$ cat src/rtl/core/bb3_pkg.sv
package bb3_pkg;

  localparam int MaxLine = 1024;
  localparam int ColW = $clog2(MaxLine);
  localparam int WidthW = 11;
  localparam int HeightW = 13;
  localparam int HeightLimit = 4096;
  localparam int RowW = 13;

  localparam logic OP_PIXEL = 1'b0;
  localparam logic OP_FLUSH = 1'b1;

  localparam logic [0:0] REG_WIDTH = 1'b0;
  localparam logic [0:0] REG_HEIGHT = 1'b1;

  typedef logic [23:0] pixel_t;

  // Neighbor selection for one result: row and column masks.
  typedef struct packed {
    logic top_ok;
    logic bot_ok;
    logic left_ok;
    logic right_ok;
    logic [3:0] count;
  } nbr_mask_t;

  // Round-half-up mean of a sum of up to nine 8-bit values.
  // count is 1, 2, 3, 4, 6 or 9; 3, 6 and 9 use a reciprocal multiply.
  function automatic logic [7:0] round_mean(input logic [11:0] sum, input logic [3:0] count);
    logic [13:0] num;
    logic [31:0] prod;
    logic [13:0] q;
    num = {sum, 1'b0} + 14'(count);
    prod = '0;
    q = '0;
    unique case (count)
      4'd1: q = num >> 1;
      4'd2: q = num >> 2;
      4'd4: q = num >> 3;
      4'd3: begin
        prod = 32'(num) * 32'd10923;
        q = 14'(prod >> 16);
      end
      4'd6: begin
        prod = 32'(num) * 32'd21846;
        q = 14'(prod >> 18);
      end
      4'd9: begin
        prod = 32'(num) * 32'd29128;
        q = 14'(prod >> 19);
      end
      default: q = '0;
    endcase
    return q[7:0];
  endfunction

endpackage

$ cat src/rtl/core/bb3_lane.sv
// One color channel: sums the selected window taps and rounds the mean.
module bb3_lane (
  input  logic clk,
  input  logic [7:0] taps [9],
  input  bb3_pkg::nbr_mask_t mask,
  input  logic load,
  output logic [7:0] mean
);

  logic [11:0] sum;
  logic [11:0] sum_q;
  logic [3:0] count_q;

  always_comb begin
    sum = '0;
    for (int k = 0; k < 3; k++) begin
      for (int d = 0; d < 3; d++) begin
        if ((k != 0 || mask.top_ok) && (k != 2 || mask.bot_ok) &&
            (d != 0 || mask.left_ok) && (d != 2 || mask.right_ok)) begin
          sum = sum + 12'(taps[k * 3 + d]);
        end
      end
    end
  end

  always_ff @(posedge clk) begin
    if (load) begin
      sum_q <= sum;
      count_q <= mask.count;
    end
  end

  assign mean = bb3_pkg::round_mean(sum_q, count_q);

endmodule

$ cat config.mk
export PLATFORM = sky130hd
export DESIGN_NAME = bb3_lane
export DESIGN_NICKNAME = d
export VERILOG_FILES = /design/src/rtl/core/bb3_pkg.sv /design/src/rtl/core/bb3_lane.sv
export SDC_FILE = /design/constraint.sdc
export NUM_CORES = 1
export LEC_CHECK = 0
export BUFFER_PORTS_ARGS = -buffer_cell sky130_fd_sc_hd__buf_2
export CAP_MARGIN = 10
export CORE_ASPECT_RATIO = 0.5
export CORE_MARGIN = 2
export CORE_UTILIZATION = 65
export CTS_BUF_LIST = sky130_fd_sc_hd__clkbuf_2 sky130_fd_sc_hd__clkbuf_4 sky130_fd_sc_hd__clkbuf_8
export CTS_CLUSTER_SIZE = 16
export DETAILED_ROUTE_END_ITERATION = 8
export HOLD_SLACK_MARGIN = 0.06
export PLACE_DENSITY = 0.95
export SYNTH_ARGS = -nofsm -noshare
export SYNTH_HDL_FRONTEND = slang
export SYNTH_SLANG_ARGS = --single-unit
$ cat constraint.sdc
create_clock -name clk -period 19.6 [get_ports clk]
set_clock_uncertainty 0.2 [all_clocks]
set_input_delay 0.98 -clock clk [delete_from_list [all_inputs] [get_ports clk]]
set_output_delay 0.98 -clock clk [all_outputs]
set_load 0.05 [all_outputs]
==> summary.txt <==
Outcome
  – Status: complete, no violations

STA
  – RSZ-0062 raised after global routing: false
  – F_max: 0.0955 GHz
  – Actual slew at the worst max-slew pin: 1.23 ns
  – Max_slew headroom: 17.8%
  – Setup TNS: 0 ns
  – Minimum clock period after layout: 10.47 ns
  – Worst hold margin: 0.715 ns
  – Final setup viols: 0
  – Max-slew violation count: 0
  – Final hold violation count: 0
  – Tcrit/Tclk final: 53.4%

Global routing
  – Total grt overflow: 0
  – GRT Overall Usage: 30.8%
  – Initial antenna violation count: 0
  – Vias in the first global route: 9005
  – First-pass GRT wire length: 40300 um
  – Largest net degree at the start of global routing: 28

Cells and area
  – Final nets: 1577
  – Syn-to-layout area delta: 7.76%
  – Layout cells sized above 1: 10.7%
  – Number of antenna diodes: 0

Critical path
  – Critical Path Fanout Max: 27
  – Crit path largest cell delay: 0.47 ns
  – Data arrival time at the worst-slack endpoint: 10.26 ns
  – Worst Setup Start Kind: input port
  – CP Class: input port to flop
  – Crit-path slowest cell: or4_1
  – Endpoint type of the worst setup path: flop
  – CP required: 19.39 ns
  – Most frequent CP cell: ha_1

Hold path
  – Worst hold path class: input port to flop

CTS
  – Num CTS Buffers: 3
  – H-tree depth: 1
  – Clock Path Buffers: 2
  – CTS tree: yes
  – Clock Sinks: 16
  – Root Driver: clkbuf_8
  – Setup Fix Bufs, Post-CTS: 0
  – Clock transition at the registers of the reported paths: 0.06 ns
  – Resized cells post-CTS: 0
  – CTS Hold Bufs: 0

Detailed routing
  – Residual DRC count: 0
  – DRT iter0 DRCs: 671
  – Post-Route WL: 23800 um
  – ANT nets after route: 0
  – WL/cell: 17.3 um
  – Via count: 8525
  – Routed vias/inst: 6.20
  – Drt first pass iters: 9

Synth
  – Area leader, netlist: ha_1
  – Mapped Area: 0.00962 mm^2
  – Syn_nets: 1488
  – Top-count cell post-synth: ha_1
  – Synth top area cells: ha_1 (28%), fa_1 (21%), inv_1 (6.2%)
  – Number of enable flip-flop cells after synthesis: 16
  – Synth top area share: 27.7%
  – Post-synthesis cell count: 1090
  – Register area share after synthesis: 5.00%
  – Synth Area per Inst: 8.82 um^2
  – Distinct cells, synth: 69
  – Ys Warns: 0
  – Ys async rst share: 0%
  – Ys flop type: edfxtp_1
  – Yosys reg bits: 16
  – Post-synth top cells: ha_1 (213), inv_1 (158), fa_1 (103)

Placed design
  – # port buffers: 89
  – Routability Congestion: 0.943
  – Hpwl dp: 20500 um

Flow run
  – Max-cap violations: 0

Floorplanning
  – Initial Utilization: 66.5%
  – DIE WIDTH: 176 um
  – Core area: 0.0145 mm^2
  – Row count: 31
  – Io pins: 90
  – Die height: 90.0 um
  – Die Outline Area: 0.0158 mm^2
## worst max-delay path, delay by kind of cell
family,cells,cell delay (ns)
AOI/OAI and AO/OA,17,2.57
adders and majority gates,9,2.78
buffers and inverters,3,0.50
muxes,4,1.14
xor gates and xnor gates,4,0.74
and+or+nand+nor,8,1.54
## worst paths after layout
path	start	slack, ns	depth (start not counted)	to
worst max-delay path	mask[5]	9.13	45	sum_q[11]$_DFFE_PP_
worst min-delay path	mask[3]	0.71	1	count_q[3]$_DFFE_PP_
## placed cells by master, fill, tap and decap left out, types with 20 or more instances in the layout
master,netlist,layout
a21oi_1,66,66
buf_2,0,89
a21o_1,20,20
nand3_1,22,22
fa_1,103,103
o21ai_0,51,51
ha_1,213,213
xnor2_1,53,53
xor2_1,26,26
nor2_1,67,67
nand2_1,61,61
inv_1,158,158
## metal layers
layer	up-vias	track usage, %	share of wire [%]
met1	4032	37.8	40
li1	3996	-	-
met3	90	2.79	6.7
met5	-	0	0
met4	0	11.1	3.5
met2	407	56.4	49
## state kept, by name, summed over array words and instances (netlist names)
register,count
count_q,4
sum_q,12
## through the flow
step / util [%] / setup slack (ns) / area [um^2] / std cells
2_1_floorplan: - / 9.87 / 9620 / 1090
3_3_place_gp: 71.3 / 9.61 / 10300 / 1372
3_5_place_dp: 71.3 / 9.11 / 10300 / 1372
4_1_cts: 71.6 / 9.30 / 10400 / 1376
5_1_grt: 71.6 / 8.55 / 10400 / 1376
6_report: 71.6 / 9.13 / 10400 / 1376
## cell type report
class	instances	area (um^2)
Clock inverter	1	3.75
Clock buffer	3	41.3
Tap cell	198	248
Sequential cell	16	480
Inverter	160	601
Fill cell	955	4110
Multi-Input combinational cell	901	8480
Timing Repair Buffer	97	505
## cells by family (layout without fill, tap and decap cells)
| logic type | count (synthesis) | after routing | share of synthesized area, % |
|---|---|---|---|
| AO/OA/AOI/OAI | 251 | 251 | 17.2 |
| XOR/XNOR | 82 | 82 | 7.77 |
| adder cells (fa/ha/maj) | 316 | 316 | 49.2 |
| buffers and inverters | 173 | 261 | 6.79 |
| flip-flops | 16 | 16 | 5.00 |
| multiplexers | 22 | 22 | 2.59 |
| AND/OR/NAND/NOR | 230 | 230 | 11.5 |
Power is left out: the tool's default activity adds up to more than one toggle a clock period on the data nets, which glitch-free logic cannot reach.
