`src/rtl/core/bb3_merge.sv`:
```
// Packs the three lane results with the frame flag into one output word,
// with a skid register so the input side keeps running under a stall.
module bb3_merge (
  input  logic clk,
  input  logic rst,
  input  logic in_valid,
  input  logic [7:0] red,
  input  logic [7:0] green,
  input  logic [7:0] blue,
  input  logic last_in,
  output logic room,
  output logic m_axis_tvalid,
  input  logic m_axis_tready,
  output logic [23:0] m_axis_tdata,
  output logic m_axis_tlast
);

  logic skid_valid;
  logic [24:0] skid;

  assign room = !skid_valid;

  always_ff @(posedge clk) begin
    if (rst) begin
      m_axis_tvalid <= 1'b0;
      skid_valid <= 1'b0;
    end else begin
      if (!m_axis_tvalid || m_axis_tready) begin
        if (skid_valid) begin
          m_axis_tvalid <= 1'b1;
          {m_axis_tlast, m_axis_tdata} <= skid;
          skid_valid <= 1'b0;
        end else begin
          m_axis_tvalid <= in_valid;
          {m_axis_tlast, m_axis_tdata} <= {last_in, blue, green, red};
        end
      end else if (in_valid) begin
        skid_valid <= 1'b1;
        skid <= {last_in, blue, green, red};
      end
    end
  end

endmodule

```
`config.mk`:
```
export PLATFORM = sky130hd
export DESIGN_NAME = bb3_merge
export DESIGN_NICKNAME = d
export VERILOG_FILES = /design/src/rtl/core/bb3_merge.sv
export SDC_FILE = /design/constraint.sdc
export NUM_CORES = 1
export LEC_CHECK = 0
export CORE_MARGIN = 2
export CORE_UTILIZATION = 50
export DETAILED_ROUTE_END_ITERATION = 8
export DONT_BUFFER_PORTS = 1
export SYNTH_ARGS = -nofsm -noshare
export SYNTH_HDL_FRONTEND = slang
export SYNTH_SLANG_ARGS = --single-unit
```
`constraint.sdc`:
```
create_clock -name clk -period 4.5 [get_ports clk]
set_clock_uncertainty 0.2 [all_clocks]
set_input_delay 0.9 -clock clk [delete_from_list [all_inputs] [get_ports clk]]
set_output_delay 0.9 -clock clk [all_outputs]
set_load 0.02 [all_outputs]
```
==> results.toml, run 1 <==
[worst_setup_path]
cp_cell_sequence = "inv_1"
crit_buf_inv = 1
crit_path_max_fanout = 27
crit_family = "flip-flops"
endpoint_kind = "output pin"
rrSetupSlack_ps = 2770
worst_ep_required_time_ps = 3400
cp_slowest_cell = "dfxtp_2"
cpPeakStageDelay_ps = 870
crit_type = "register to output pin"
arrival_ps = 1450
critPathLaunchType = "register"

[timing]
tightest_slew_ps = 822
holdWs_ps = 350
fin_setup_tns_ps = 0
finalSetupViolCount = 0
finalMaxSlewViolations = 0
slew_headroom_pct = 45.2
hold_viol = 0
period_share_pct = 56.7
fmax_ghz = 0.392
rsz0062_at_grt = "false"
finalCriticalPeriod_ps = 2550

[clock_network]
clk_latency_ps = 300
cts-root-buf = "clkbuf_8"
ctsLongestPathBuffers = 2
clk_pin_slew_ps = 90
htree_levels = 2
cts_buffers = 5
ctsResizeCount = 0
hold_buffers = 0
cts_setup_buffers = 0
clock-sinks = 52
cts_tree = "yes"

[route]
wl_per_cell_um = 20.1
ant_nets = 0
drc = 0
drt_iter0_markers = 76
drt_pre_antenna_iters = 4
num_vias = 761
wirelength_mm = 2.86
viasPerCell = 5.36

[yosys]
yosysSeqAreaShare_pct = 77.9
netlist_top_cells_area = "edfxtp_1 76%, mux2_4 14%, mux2_2 4.0%"
synthArstFlopShare_pct = 0
synth_fp_nets = 116
syn_inst = 87
yosys_warnings = 0
yosys.area.top_type = "edfxtp_1"
syn_avg_cell_area_um2 = 22.8
yosys-top-cells-count = "50 x edfxtp_1, 18 x mux2_4, 7 x mux2_2, 2 x buf_12, 2 x dfxtp_1"
yosys.area.top_type_share_pct = 75.9
yosysMostFrequentCell = "edfxtp_1"
synth_edf_count = 50
ys.flop_type = "edfxtp_1"
netlist_area_um2 = 1980
synth_seq_cells = 52
synth_cell_types = 13

[final_layout]
n_antenna_cell = 0
final_nets = 122
final_cells = 142
area.growth.synth_to_final_pct = 7.08
layout-drive-gt1-share_pct = 39.4

[die]
initial_core_util_pct = 52.9
ioPinCount = 56
row_count = 22
dieArea_um2 = 4480
die_x_um = 66.9
core_area_um2 = 3740
chipHeight_um = 66.9

[placement]
place_inst = 134
gp_congestion = 0.620
port-buffer-count = 0
hpwl_mm = 1.85

[global_routing]
gr-usage-all-layers_pct = 14.4
antenna_found_initial = 0
grt-ovfl-total = 0
grt_pass1_wl_mm = 4.37
grt_max_degree = 28
grt_pass1_vias = 857

[power_and_ir_drop]
finalPower_mw = 0.922
switching_share_pct = 20.1
p_sw_mw = 0.185
cellPowerDensity_nw_per_um2 = 435
cellLeakagePower_nw = 0.712
combinationalPowerShare_pct = 3.3
ir_worst_vdd_mv = 0.260
pwr-share-seq_pct = 62.9
clkPwrFrac_pct = 33.7
internal_power_mw = 0.737

[flow_run]
drv_cap = 0

[worst_hold_path]
hold_path.class = "register to register"

[run_status]
status = "complete, no violations"
==> power by group through the flow <==
| stage | logic [mW] | registers, mW | clock network (mW) |
|---|---|---|---|
| floorplan | 0.0295 | 0.587 | 0 |
| global placement | 0.0304 | 0.591 | 0 |
| detailed placement | 0.0317 | 0.592 | 0 |
| CTS | 0.0316 | 0.581 | 0.320 |
| global route | 0.0342 | 0.583 | 0.333 |
| finish | 0.0308 | 0.580 | 0.311 |
==> routing by layer <==
layer / track usage (%) / wire length [um] / vias to the layer above
met3: 7.43 / 287 / 6
li1: - / - / 346
met5: 0 / 0 / -
met2: 21.8 / 1370 / 35
met4: 9.95 / 80 / 0
met1: 15.6 / 1120 / 374
==> cell usage in the layout, fill, tap and decap left out <==
| cell type | synthesis | final |
|---|---|---|
| nor3_1 | 1 | 1 |
| nor3b_2 | 0 | 1 |
| nor2_1 | 1 | 1 |
| inv_1 | 1 | 1 |
| nor2b_2 | 0 | 1 |
| mux2_4 | 18 | 18 |
| dfxtp_1 | 2 | 1 |
| clkinv_2 | 0 | 1 |
| bufinv_16 | 0 | 1 |
| a21oi_1 | 1 | 1 |
| clkbuf_1 | 0 | 1 |
| mux2_2 | 7 | 7 |
| edfxtp_1 | 50 | 50 |
| clkbuf_8 | 0 | 5 |
| dfxtp_2 | 0 | 1 |
| nand2b_1 | 1 | 1 |
| buf_4 | 0 | 2 |
==> sequential cells by signal (all words and copies together), names as in the netlist <==
signal and cells:
m_axis_tdata 24, m_axis_tlast 1, skid_valid 1, m_axis_tvalid 1, skid 25
==> cells by family (layout without fill, tap and decap cells) <==
logic type,count (synthesis),after routing,synth area share [%]
simple gates,5,5,1.45
flops,52,52,77.9
mux,25,25,17.6
buf+inv,4,11,2.78
compound gates,1,1,0.253
==> worst paths after layout <==
kind	from	endpoint	cells after the start
max reg2reg	skid_valid	m_axis_tdata[22]	1
min	skid[5]	m_axis_tdata[5]	1
max	skid_valid	room	1
min reg2reg	skid[5]	m_axis_tdata[5]	1
==> through the flow <==
step,utilization [%],setup slack (ps),cell area (um^2)
after global routing,56.6,1870,2120
after floorplan,-,883,1980
final,56.6,1950,2120
after detailed placement,53.7,2270,2010
after CTS,56.6,1930,2120
after global placement,53.7,2290,2010
==> final cells by class <==
class,count,area [um^2]
flip-flops and latches,52,1540
clock buffers,6,72.6
well taps,48,60.1
multi-input cells,31,390
fillers,311,1620
repair buffers,2,15.0
clock inverters,2,35.0
inverters,1,3.75
Note: power is estimated with default switching activity, not from simulation.
==> inputs of run 2 (changes only) <==
clock period = 2.56 ns   (was 4.5 ns; I/O delays follow)
==> run 2 against run 1 <==
  * Routed wire length shrank 3.6%
  * Sequential share of layout area up 0.39 points
  * Largest cell class unchanged
  * Highest routed layer unchanged
  * Count of clock-buffer cells in the layout fell by 1
  * Largest power group unchanged
==> results.toml, run 2 (synthesis gave the netlist of run 1 again) <==
[run_status]
status = "complete, no violations"

[final_layout]
regMostFlops = "skid"
largest_reg_flops = 25
final_common_cell = "edfxtp_1"
area.growth.synth_to_final_pct = 6.51
layout_common_cells = "50 x edfxtp_1, 18 x mux2_4, 7 x mux2_2"
final_nets = 123
layout-drive-gt1-share_pct = 40.0
fin_util_pct = 56.3
n_antenna_cell = 0

[route]
wl_per_cell_um = 19.3
viasPerCell = 5.42
drc = 0
ant_nets = 0
drt_pre_antenna_iters = 4
num_vias = 775
wirelength_mm = 2.75
drt_iter0_markers = 92

[global_routing]
grt-busiest-layer = "met2"
grtUsageMet1_pct = 16.4
grt_max_degree = 26
gr-usage-all-layers_pct = 14.0
grt_pass1_wl_mm = 4.31
grt-ovfl-total = 0
grt_pass1_vias = 817
grt_util_met3_pct = 7.77
grtUsageMet2_pct = 20.6
antenna_found_initial = 0

[worst_setup_path]
crit_family = "flip-flops"
critPathLaunchType = "register"
cp_cell_sequence = "nand2b_1 > nor3b_4 > buf_4"
worst_ep_required_time_ps = 2330
crit_type = "register to register"
arrival_ps = 1440
crit_buf_inv = 1
crit_path_max_fanout = 25
cpPeakStageDelay_ps = 450
cp_slowest_cell = "dfxtp_1"
endpoint_kind = "register"

[clock_network]
hold_buffers = 0
clk_pin_slew_ps = 80
cts_buffers = 5
ctsResizeCount = 0
clk_latency_ps = 290
ctsLongestPathBuffers = 2
cts_tree = "yes"
cts-root-buf = "clkbuf_8"
cts_setup_buffers = 0
clock-sinks = 52
htree_levels = 2

[worst_hold_path]
hold_path.class = "input port to register"

[die]
core_area_um2 = 3740
chipHeight_um = 66.9
row_count = 22
dieArea_um2 = 4480
ioPinCount = 56
die_x_um = 66.9
initial_core_util_pct = 52.9

[timing]
period_share_pct = 65.2
fin_setup_tns_ps = 0
finalSetupViolCount = 0
slew_headroom_pct = 78.2
hold_viol = 0
rsz0062_at_grt = "false"
finalMaxSlewViolations = 0
setup_ws_ps = 890
tightest_slew_ps = 328
fmax_ghz = 0.599
finalCriticalPeriod_ps = 1670

[placement]
hpwl_mm = 1.87
preCtsSetupSlack_ps = 772
gp_congestion = 0.615
port-buffer-count = 0

[power_and_ir_drop]
cellPowerDensity_nw_per_um2 = 713
cellLeakagePower_nw = 0.712
ir_worst_vdd_mv = 0.465

[flow_run]
drv_cap = 0
==> run 2: cell count changes in the layout (fill, tap and decap cells not counted) <==
cell,change
clkinv_1,+1
clkinv_2,+1
bufinv_16,-1
buf_4,+1
nor3b_2,-1
clkbuf_1,-1
nor3b_4,+1
==> run 2: routing by layer <==
layer | vias up | part of all wire (%)
met4 | 0 | 0.65
met2 | 37 | 49
met3 | 2 | 11
met5 | - | 0
li1 | 353 | -
met1 | 383 | 39
==> run 2: layout make-up <==
type	count	area (um^2)
clock buffers	5	68.8
clock inverters	3	13.8
fillers	311	1640
inverters	1	3.75
multi-input cells	31	397
flip-flops and latches	52	1540
well taps	48	60.1
repair buffers	3	22.5
==> run 2: where the power goes <==
part / switching [mW] / total [mW] / internal [mW] / leakage, nW
combinational: 0.0237 / 0.0575 / 0.0338 / 0.182
clock: 0.242 / 0.428 / 0.186 / 0.0453
sequential: 0.0444 / 1.02 / 0.973 / 0.485
total: 0.310 / 1.50 / 1.19 / 0.712
==> run 2: worst register-to-register path, stage by stage, from the launching register on <==
cell,delay [ps]
dfxtp_1,450
nand2b_1,170
nor3b_4,190
buf_4,340
==> run 2: path summary, 6_finish.rpt <==
path,start,endpoint,slack (ps),cells past startpoint
setup / recovery,m_axis_tvalid,skid[24],890,3
hold / removal,rst,m_axis_tvalid,80,1
setup reg to reg,m_axis_tvalid,skid[24],890,3
hold reg to reg,skid[12],m_axis_tdata[12],350,1
==> run 2: through the flow <==
stage	power, mW	std cells	area [um^2]	hold WS [ps]
final	1.50	143	2110	81.4
after global routing	1.57	143	2110	61.1
after CTS	1.53	143	2110	65.8
after detailed placement	1.10	135	2030	335
after global placement	1.09	135	2030	330
after floorplan	1.08	87	1980	323
